<file path="config.mk">
export PLATFORM = sky130hd
export DESIGN_NAME = sorted_priority_queue
export DESIGN_NICKNAME = d
export VERILOG_FILES = /design/src/spq_pkg.sv /design/src/spq_cell.sv /design/src/sorted_priority_queue.sv
export SDC_FILE = /design/constraint.sdc
export NUM_CORES = 2
export LEC_CHECK = 0
export ABC_CLOCK_PERIOD_IN_PS = 22100
export BUFFER_PORTS_ARGS = -buffer_cell sky130_fd_sc_hd__buf_2
export CORE_MARGIN = 2
export CORE_UTILIZATION = 60
export CTS_BUF_LIST = sky130_fd_sc_hd__clkbuf_8
export DETAILED_ROUTE_END_ITERATION = 8
export PLACE_DENSITY = 0.81
export SYNTH_ARGS = -nofsm -noshare
export SYNTH_HDL_FRONTEND = slang
export SYNTH_SLANG_ARGS = --single-unit
</file>
<file path="constraint.sdc">
create_clock -name clk -period 22.1 [get_ports clk]
set_input_delay 3.315 -clock clk [delete_from_list [all_inputs] [get_ports clk]]
set_output_delay 3.315 -clock clk [all_outputs]
set_load 0.01 [all_outputs]
</file>
<file path="src/spq_pkg.sv">
package spq_pkg;

  localparam int DEPTH = 16;
  localparam int CNT_W = $clog2(DEPTH + 1);
  localparam int OCC_W = 5;
  localparam int INFO_W = 32;
  localparam int PRIO_W = 16;

  typedef enum logic [1:0] {
    ST_OK    = 2'd0,
    ST_FULL  = 2'd1,
    ST_EMPTY = 2'd2
  } status_t;

  typedef enum logic {
    OP_ENQ = 1'b0,
    OP_DEQ = 1'b1
  } op_t;

  typedef struct packed {
    logic signed [INFO_W-1:0] info;
    logic signed [PRIO_W-1:0] prio;
  } entry_t;

  // Broadcast to every cell of the chain in a cycle
  typedef struct packed {
    logic                     enq;
    logic                     deq;
    logic signed [PRIO_W-1:0] key;
  } cell_ctrl_t;

endpackage

</file>
<file path="src/spq_cell.sv">
module spq_cell (
  input  logic               clk,
  input  spq_pkg::cell_ctrl_t ctrl,
  input  logic               occupied,
  input  logic               left_le,
  input  spq_pkg::entry_t    left_entry,
  input  spq_pkg::entry_t    right_entry,
  input  spq_pkg::entry_t    new_entry,
  output logic               le,
  output spq_pkg::entry_t    entry
);

  // This slot stays ahead of the new entry: occupied and not greater than the key.
  assign le = occupied && (entry.prio <= ctrl.key);

  always_ff @(posedge clk) begin
    if (ctrl.enq) begin
      if (!left_le) begin
        entry <= left_entry;
      end else if (!le) begin
        entry <= new_entry;
      end
    end else if (ctrl.deq) begin
      entry <= right_entry;
    end
  end

endmodule

</file>
<file path="src/sorted_priority_queue.sv">
// Channel   Direction  Handshake            Beat contents
// -------   ---------  -------------------  -------------------------------------------
// input     in         in_valid / in_ready  op, info, priority_req
// output    out        out_valid/out_ready  status, out_info, out_priority, occupancy
//
// One beat in, one beat out; each result is registered and shows in the cycle
// after its beat is taken. A new input beat can be taken every cycle, as the
// whole cell chain compares and shifts at once; the rate is set by the output
// register: input stalls only while it holds a beat that is not taken. Reset
// (rst, synchronous) empties the queue at once by clearing the fill count; slot contents are not cleared.
module sorted_priority_queue (
  input  logic                                  clk,
  input  logic                                  rst,
  input  logic                                  in_valid,
  output logic                                  in_ready,
  input  logic                                  op,
  input  logic signed [spq_pkg::INFO_W-1:0]     info,
  input  logic signed [spq_pkg::PRIO_W-1:0]     priority_req,
  output logic                                  out_valid,
  input  logic                                  out_ready,
  output spq_pkg::status_t                      status,
  output logic signed [spq_pkg::INFO_W-1:0]     out_info,
  output logic signed [spq_pkg::PRIO_W-1:0]     out_priority,
  output logic [spq_pkg::OCC_W-1:0]             occupancy
);

  logic [spq_pkg::CNT_W-1:0] count;
  logic [spq_pkg::CNT_W-1:0] count_next;
  logic                      accept;
  logic                      full;
  logic                      empty;
  spq_pkg::cell_ctrl_t       ctrl;
  spq_pkg::entry_t           new_entry;
  spq_pkg::entry_t           cells [spq_pkg::DEPTH];
  logic                      le [spq_pkg::DEPTH];
  logic                      occupied [spq_pkg::DEPTH];

  // Take a beat whenever the output register is free or being drained.
  assign in_ready = !out_valid || out_ready;
  assign accept   = in_valid && in_ready;
  assign full     = (count == spq_pkg::CNT_W'(spq_pkg::DEPTH));
  assign empty    = (count == '0);

  assign new_entry.info = info;
  assign new_entry.prio = priority_req;

  // Refused operations leave every cell alone.
  assign ctrl.enq = accept && (op == spq_pkg::OP_ENQ) && !full;
  assign ctrl.deq = accept && (op == spq_pkg::OP_DEQ) && !empty;
  assign ctrl.key = priority_req;

  // Build the chain: each cell looks left on insert and right on removal.
  for (genvar i = 0; i < spq_pkg::DEPTH; i++) begin : g_cell
    assign occupied[i] = (spq_pkg::CNT_W'(i) < count);

    if (i == 0) begin : g_head
      spq_cell u_cell (
        .clk         (clk),
        .ctrl        (ctrl),
        .occupied    (occupied[i]),
        .left_le     (1'b1),
        .left_entry  (new_entry),
        .right_entry (cells[i+1]),
        .new_entry   (new_entry),
        .le          (le[i]),
        .entry       (cells[i])
      );
    end else if (i == spq_pkg::DEPTH - 1) begin : g_tail
      // Nothing lies beyond the tail; on removal it keeps a stale copy.
      spq_cell u_cell (
        .clk         (clk),
        .ctrl        (ctrl),
        .occupied    (occupied[i]),
        .left_le     (le[i-1]),
        .left_entry  (cells[i-1]),
        .right_entry (cells[i]),
        .new_entry   (new_entry),
        .le          (le[i]),
        .entry       (cells[i])
      );
    end else begin : g_mid
      spq_cell u_cell (
        .clk         (clk),
        .ctrl        (ctrl),
        .occupied    (occupied[i]),
        .left_le     (le[i-1]),
        .left_entry  (cells[i-1]),
        .right_entry (cells[i+1]),
        .new_entry   (new_entry),
        .le          (le[i]),
        .entry       (cells[i])
      );
    end
  end

  // Advance the fill count.
  always_comb begin
    count_next = count;
    if (ctrl.enq) begin
      count_next = count + 1'b1;
    end else if (ctrl.deq) begin
      count_next = count - 1'b1;
    end
  end

  always_ff @(posedge clk) begin
    if (rst) begin
      count <= '0;
    end else begin
      count <= count_next;
    end
  end

  // Output register: hold the beat until taken, load on every accepted input.
  always_ff @(posedge clk) begin
    if (rst) begin
      out_valid <= 1'b0;
    end else if (accept) begin
      out_valid <= 1'b1;
    end else if (out_ready) begin
      out_valid <= 1'b0;
    end
  end

  always_ff @(posedge clk) begin
    if (accept) begin
      occupancy <= spq_pkg::OCC_W'(count_next);
      if (op == spq_pkg::OP_ENQ) begin
        status       <= full ? spq_pkg::ST_FULL : spq_pkg::ST_OK;
        out_info     <= '0;
        out_priority <= '0;
      end else if (empty) begin
        status       <= spq_pkg::ST_EMPTY;
        out_info     <= '1;
        out_priority <= '1;
      end else begin
        status       <= spq_pkg::ST_OK;
        out_info     <= cells[0].info;
        out_priority <= cells[0].prio;
      end
    end
  end

  // Fill count never passes the number of slots.
  a_count_bound: assert property (@(posedge clk) disable iff (rst)
    count <= spq_pkg::CNT_W'(spq_pkg::DEPTH))
    else $error("fill count beyond capacity");

  // The two front slots stay in order.
  a_head_sorted: assert property (@(posedge clk) disable iff (rst)
    (count >= spq_pkg::CNT_W'(2)) |-> (cells[0].prio <= cells[1].prio))
    else $error("head slots out of order");

  // A removal from a non-empty queue reports ok and drops the count by one.
  a_deq_ok: assert property (@(posedge clk) disable iff (rst)
    (accept && (op == spq_pkg::OP_DEQ) && !empty) |=>
      (out_valid && (status == spq_pkg::ST_OK) && (count == $past(count) - 1'b1)))
    else $error("dequeue result mismatch");

  // An insert into a full queue is refused and changes nothing.
  a_enq_full: assert property (@(posedge clk) disable iff (rst)
    (accept && (op == spq_pkg::OP_ENQ) && full) |=>
      ((status == spq_pkg::ST_FULL) && (count == spq_pkg::CNT_W'(spq_pkg::DEPTH))))
    else $error("full insert not refused");

endmodule
</file>
== Word-level counts from Yosys, hierarchy flattened ==
Index checks and enable logic that the tools add are counted.
W data, S select, Z words.

* Add/sub/neg operators: 2
* $mul: 0
* Div/mod/pow operators: 0
* Magnitude comparators: 32
* Equality and inequality tests: 17
* Shift operators: 0
* Mux-type cells: 70
* Bitwise logic cells: 1
* Reduce and logical (&&, ||, !) cells: 44

{| class="wikitable"
|+ Operators with widths
! operator !! count
|-
| $mux W48 || 61
|-
| $le A16 B16 Y1 || 16
|-
| $ne A3 B3 Y1 const B || 14
|-
| $lt A4 B5 Y1 const A || 8
|-
| $mux W32 || 1
|-
| $reduce_and A2 Y1 || 16
|-
| $logic_and A1 B1 Y1 || 21
|-
| $lt A3 B5 Y1 const A || 4
|-
| $mux W16 || 1
|-
| $lt A1 B5 Y1 const A || 2
|-
| $lt A2 B5 Y1 const A || 2
|-
| $mux W5 || 2
|-
| $add A5 B1 Y5 const B || 1
|-
| $eq A5 B5 Y1 const B || 1
|-
| $logic_not A5 Y1 || 1
|-
| $sub A5 B1 Y5 const B || 1
|-
| $mux W2 || 2
|-
| $ne A2 B2 Y1 const B || 2
|-
| $reduce_bool A2 Y1 || 2
|-
| $logic_not A1 Y1 || 3
|-
| $mux W1 || 3
|-
| $logic_or A1 B1 Y1 || 1
|-
| $not A1 Y1 || 1
|}

* Bits in registers: 829
* Latch bits: 0
* Memory bits (writable): 0
* ROM bits: 0
* Word-level logic and storage cells: 204
* Memories: 0

== Longest topological paths before layout ==
* Depth in word-level cells: 7
* Mapped depth: 12
* Gate-level depth less buffers: 9

== Cells and area by module ==
A second synthesis with hierarchy kept.

* Cell total of the unflattened synthesis: 4,523
* Area, all modules: 48,642.9 um^2

{| class="wikitable"
|+ Modules (own cells, without submodules)
! module !! instances !! cells each !! area an instance (um^2)
|-
| spq_cell (g_cell[0].g_head.u_cell ...) || 9 || 268 || 2,865.2
|-
| spq_cell (g_cell[3].g_mid.u_cell ...) || 7 || 272 || 2,870.3
|-
| sorted_priority_queue || 1 || 207 || 2,763.9
|}

== Least setup slack after synthesis ==
No wires, ideal clock.

* Kind: input port to flip-flop
* Start point: input priority_req[15] (netlist bit)
* End point: register g_cell[0].g_head.u_cell.entry[0] (netlist bit) (enable)
* Library setup time: 520 ps
* Data arrival time: 8,692 ps
* Required time: 21,580 ps
* Path slack: 12,888 ps
* Cell stages on the path: 11
* Path buffers: 3
* Path through: inv_1 ha_1 nand4_1 nor4_1 a221o_1 o211ai_1 and2_1 clkbuf_1 buf_2 buf_2 o21ai_0

* Longest elaborated chain between the ends: 4

{| class="wikitable"
|+ Ends and longest elaborated chain
! what !! line !! RTL
|-
| start, declared || sorted_priority_queue.sv:18 || <nowiki>input logic signed [spq_pkg::PRIO_W-1:0] priority_req,</nowiki>
|-
| $le A16 B16 Y1 || spq_cell.sv:14 || <nowiki>assign le = occupied && (entry.prio <= ctrl.key);</nowiki>
|-
| $logic_and A1 B1 Y1 || spq_cell.sv:14 ||
|-
| $ne A2 B2 Y1 (no line) || - ||
|-
| $reduce_and A2 Y1 (no line) || - ||
|-
| end signal, assigned || spq_cell.sv:19 || <nowiki>entry <= left_entry;</nowiki>
|-
| end signal, assigned || spq_cell.sv:21 || <nowiki>entry <= new_entry;</nowiki>
|-
| end signal, assigned || spq_cell.sv:24 || <nowiki>entry <= right_entry;</nowiki>
|-
| end, declared || spq_cell.sv:10 || <nowiki>output spq_pkg::entry_t entry</nowiki>
|}

Every way passes these cells.
A chain may end at the register's enable or synchronous reset.

== Worst setup path in the final report ==
* Start point: input priority_req[14] (netlist bit)
* End point: register g_cell[7].g_mid.u_cell.entry[29] (netlist bit) (data pin)

* Longest elaborated chain between the ends: 4

{| class="wikitable"
|+ Ends and longest elaborated chain
! what !! line !! RTL
|-
| $le A16 B16 Y1 || spq_cell.sv:14 ||
|-
| $logic_and A1 B1 Y1 || spq_cell.sv:14 ||
|-
| $mux W48 || spq_cell.sv:18 || <nowiki>if (!left_le) begin</nowiki>
|-
| $mux W48 || spq_cell.sv:17 || <nowiki>if (ctrl.enq) begin</nowiki>
|-
| end signal, assigned || spq_cell.sv:19 ||
|-
| end signal, assigned || spq_cell.sv:21 ||
|-
| end signal, assigned || spq_cell.sv:24 ||
|-
| end, declared || spq_cell.sv:10 ||
|}

Every way passes these cells.

==> reports/metrics.yaml <==
logic_synthesis:
  syn_area_um2: 48020
  ys_seq_area_share_pct: 51.72
  synth_top_area_share_pct: 51.47
  async_flop_share_pct: 0
  ys.flop_type: "edfxtp_1"
  netlist_top_cells_area: "edfxtp_1 (51%), mux2i_1 (7.0%), ha_1 (6.7%), nand2_1 (5.6%), a221o_1 (5.0%)"
  synth.largest_area_cell: "edfxtp_1"
  ys_ff_latch: 829
  postSynthAreaPerCell_um2: 10.66
  syn_nets: 4815
  ys_warn_count: 0
  synth_edf_count: 823
  synthCells: 4503
  ys_types: 64
global_route:
  grt_remaining_overflow: 0
  antenna_found_initial: 6
  grt_max_degree: 209
  grt_pass1_vias: 37870
  gr-usage-all-layers_pct: 39.09
  grt_pass1_wl_um: 239100
power_and_ir_drop:
  ir_drop_v: 0.00006514
  power.leakage_nw: 19.95
  powerDensity_nw_per_um2: 85.06
hold_path:
  hold_path.class: "reg -> reg"
worst_setup_path:
  start_kind: "input port"
  critPathMaxFanout: 39
  crit_path_end_kind: "flip-flop"
  crit_type: "in -> reg"
  arrival_ns: 8.26
  cp.required_ns: 22.63
clocking:
  cts_hold_buf: 0
  postCtsSetupBuffers: 0
  cts_sinks: 829
  worstSkewPairLatency_ns: 0.85
  post_cts_resized: 0
  tritoncts: "done"
  clk_pin_slew_worst_paths_ns: 0.06
  root_buffer: "clkbuf_8"
  htreeDepth: 4
  cts_buffers: 141
  clockBufferDepth: 3
final_layout:
  fill_cells: 6131
  final_cell_mix: "edfxtp_1 (823), nand2_1 (705), mux2i_1 (337)"
  nNetsFinal: 4708
  mostFrequentLayoutCell: "edfxtp_1"
  area_growth_pct: 7.606
  drive_gt1_share_pct: 10.04
timing:
  worst_pin_slew_ns: 1.253
  fmax_ghz: 0.1295
  period_share_pct: 34.95
  fin_worst_skew_ns: 0.06620
  rsz0062_at_grt: "false"
  slew_headroom_pct: 16.44
  setup_tns_ns: 0
  post-route-min-period_ns: 7.724
  setup_viol: 0
  hold_viol_final: 0
  setup_ws_ns: 14.38
  slew_violations: 0
die:
  die_x_um: 286.9
  initial_core_util_pct: 60.69
  core-area_um2: 79130
  die_area_um2: 82310
  fp-row-count: 103
  die_h_um: 286.9
  num_io_pins: 110
place:
  io_buffers: 109
  finalWeightedCongestion: 1.063
  preCtsSetupSlack_ns: 13.84
  hpwl_um: 97060
detailed_routing:
  drt_iter0_markers: 6089
  drt-pass1-iter-count: 9
  wl_per_cell_um: 29.47
  drc: 0
  wl_um: 163800
  route.vias.total: 39550
  ant_nets: 0
  vias_per_cell: 7.117
run:
  drv_cap: 0
status:
  status: "complete, no violations"
-- state kept, by name, summed over array words and instances, names as in the netlist --
name                        flops
g_cell.g_tail.u_cell.entry     48
status                          2
out_priority                   16
occupancy                       5
out_info                       32
g_cell.g_mid.u_cell.entry     672
g_cell.g_head.u_cell.entry     48
count                           5
out_valid                       1
-- layout make-up --
| cell class | count | area, um2 | area share [%] |
|---|---|---|---|
| Sequential cell | 829 | 24830 | 48.06 |
| Tap cell | 1050 | 1314 | 2.542 |
| Clock inverter | 104 | 640.6 | 1.240 |
| Clock buffer | 145 | 1996 | 3.862 |
| Multi-Input combinational cell | 3192 | 21590 | 41.78 |
| Antenna cell | 5 | 12.51 | 0.02421 |
| Timing Repair Buffer | 173 | 1064 | 2.058 |
| Inverter | 59 | 222.7 | 0.4310 |
-- report_power, final --
part	leakage, nW	switching, mW	internal [mW]
clock network	1.50	0.689	0.675
registers	7.87	0.138	2.00
logic	10.6	0.606	0.288
total	19.9	1.43	2.96
-- cells by family after synthesis --
| family | count (synthesis) | synth area share (%) |
|---|---|---|
| AND/OR/NAND/NOR | 1381 | 12.62 |
| AO/OA/AOI/OAI | 1164 | 16.50 |
| flip-flops | 829 | 51.72 |
| buffers and inverters | 482 | 4.208 |
| multiplexers | 385 | 8.150 |
| adder cells (fa/ha/maj) | 259 | 6.748 |
| XOR/XNOR | 3 | 0.05473 |
-- through the flow --
stage	cells	power (mW)	utilization (%)	instance area [um2]	hold slack [ns]
6_report	5557	4.395	65.30	51670	0.5301
2_1_floorplan	4503	2.681	-	48020	0.5202
4_1_cts	5552	4.349	65.29	51660	0.5262
5_1_grt	5555	4.518	65.30	51670	0.5500
3_3_place_gp	5303	2.989	61.95	49020	0.5042
3_5_place_dp	5303	3.017	61.95	49020	0.5149
-- metal layers --
| metal | GRT usage (%) | routed length (um) | up-vias |
|---|---|---|---|
| met4 | 22.67 | 10420 | 4 |
| met3 | 11.21 | 23750 | 701 |
| met1 | 53.68 | 61670 | 18700 |
| met2 | 55.42 | 67910 | 3297 |
| met5 | 0 | 27 | - |
| li1 | - | - | 16850 |
-- Yosys cell counts, types with 9 or more instances --
cell type,number
mux2i_1,337
a31oi_1,9
nand4_1,50
nor4_1,60
edfxtp_1,823
nand3_1,24
o21ai_0,186
mux2_2,48
nor3_1,111
buf_2,124
clkbuf_1,280
a211oi_1,54
and3_1,51
nor2b_1,24
a21o_1,94
nor2_1,274
o21a_1,12
nand2_1,712
a221o_1,241
buf_1,14
and4_1,10
a21oi_1,272
and2_1,40
o21ai_1,136
inv_1,59
ha_1,259
o211ai_1,107
-- worst max-delay path, cell delays in order --
cell	delay, ns
buf_2	0.25
inv_1	0.43
ha_1	0.50
nand3_1	0.15
nor4_1	0.98
a21boi_1	0.29
a2111oi_0	0.13
nor3_4	0.78
buf_4	0.93
mux2i_1	0.28
o21ai_0	0.10
-- path summary, 6_finish.rpt --
| path | from | endpoint | slack, ns | cells after the start |
|---|---|---|---|---|
| worst max-delay path | priority_req[14] | g_cell[7].g_mid.u_cell.entry[29] | 14.38 | 11 |
| worst min-delay path | out_valid | out_valid | 0.53 | 2 |
| worst max register to register | count[1] | g_cell[12].g_mid.u_cell.entry[20] | 17.06 | 10 |
| worst min register to register | out_valid | out_valid | 0.53 | 2 |
(Power assumes the default switching activity.)
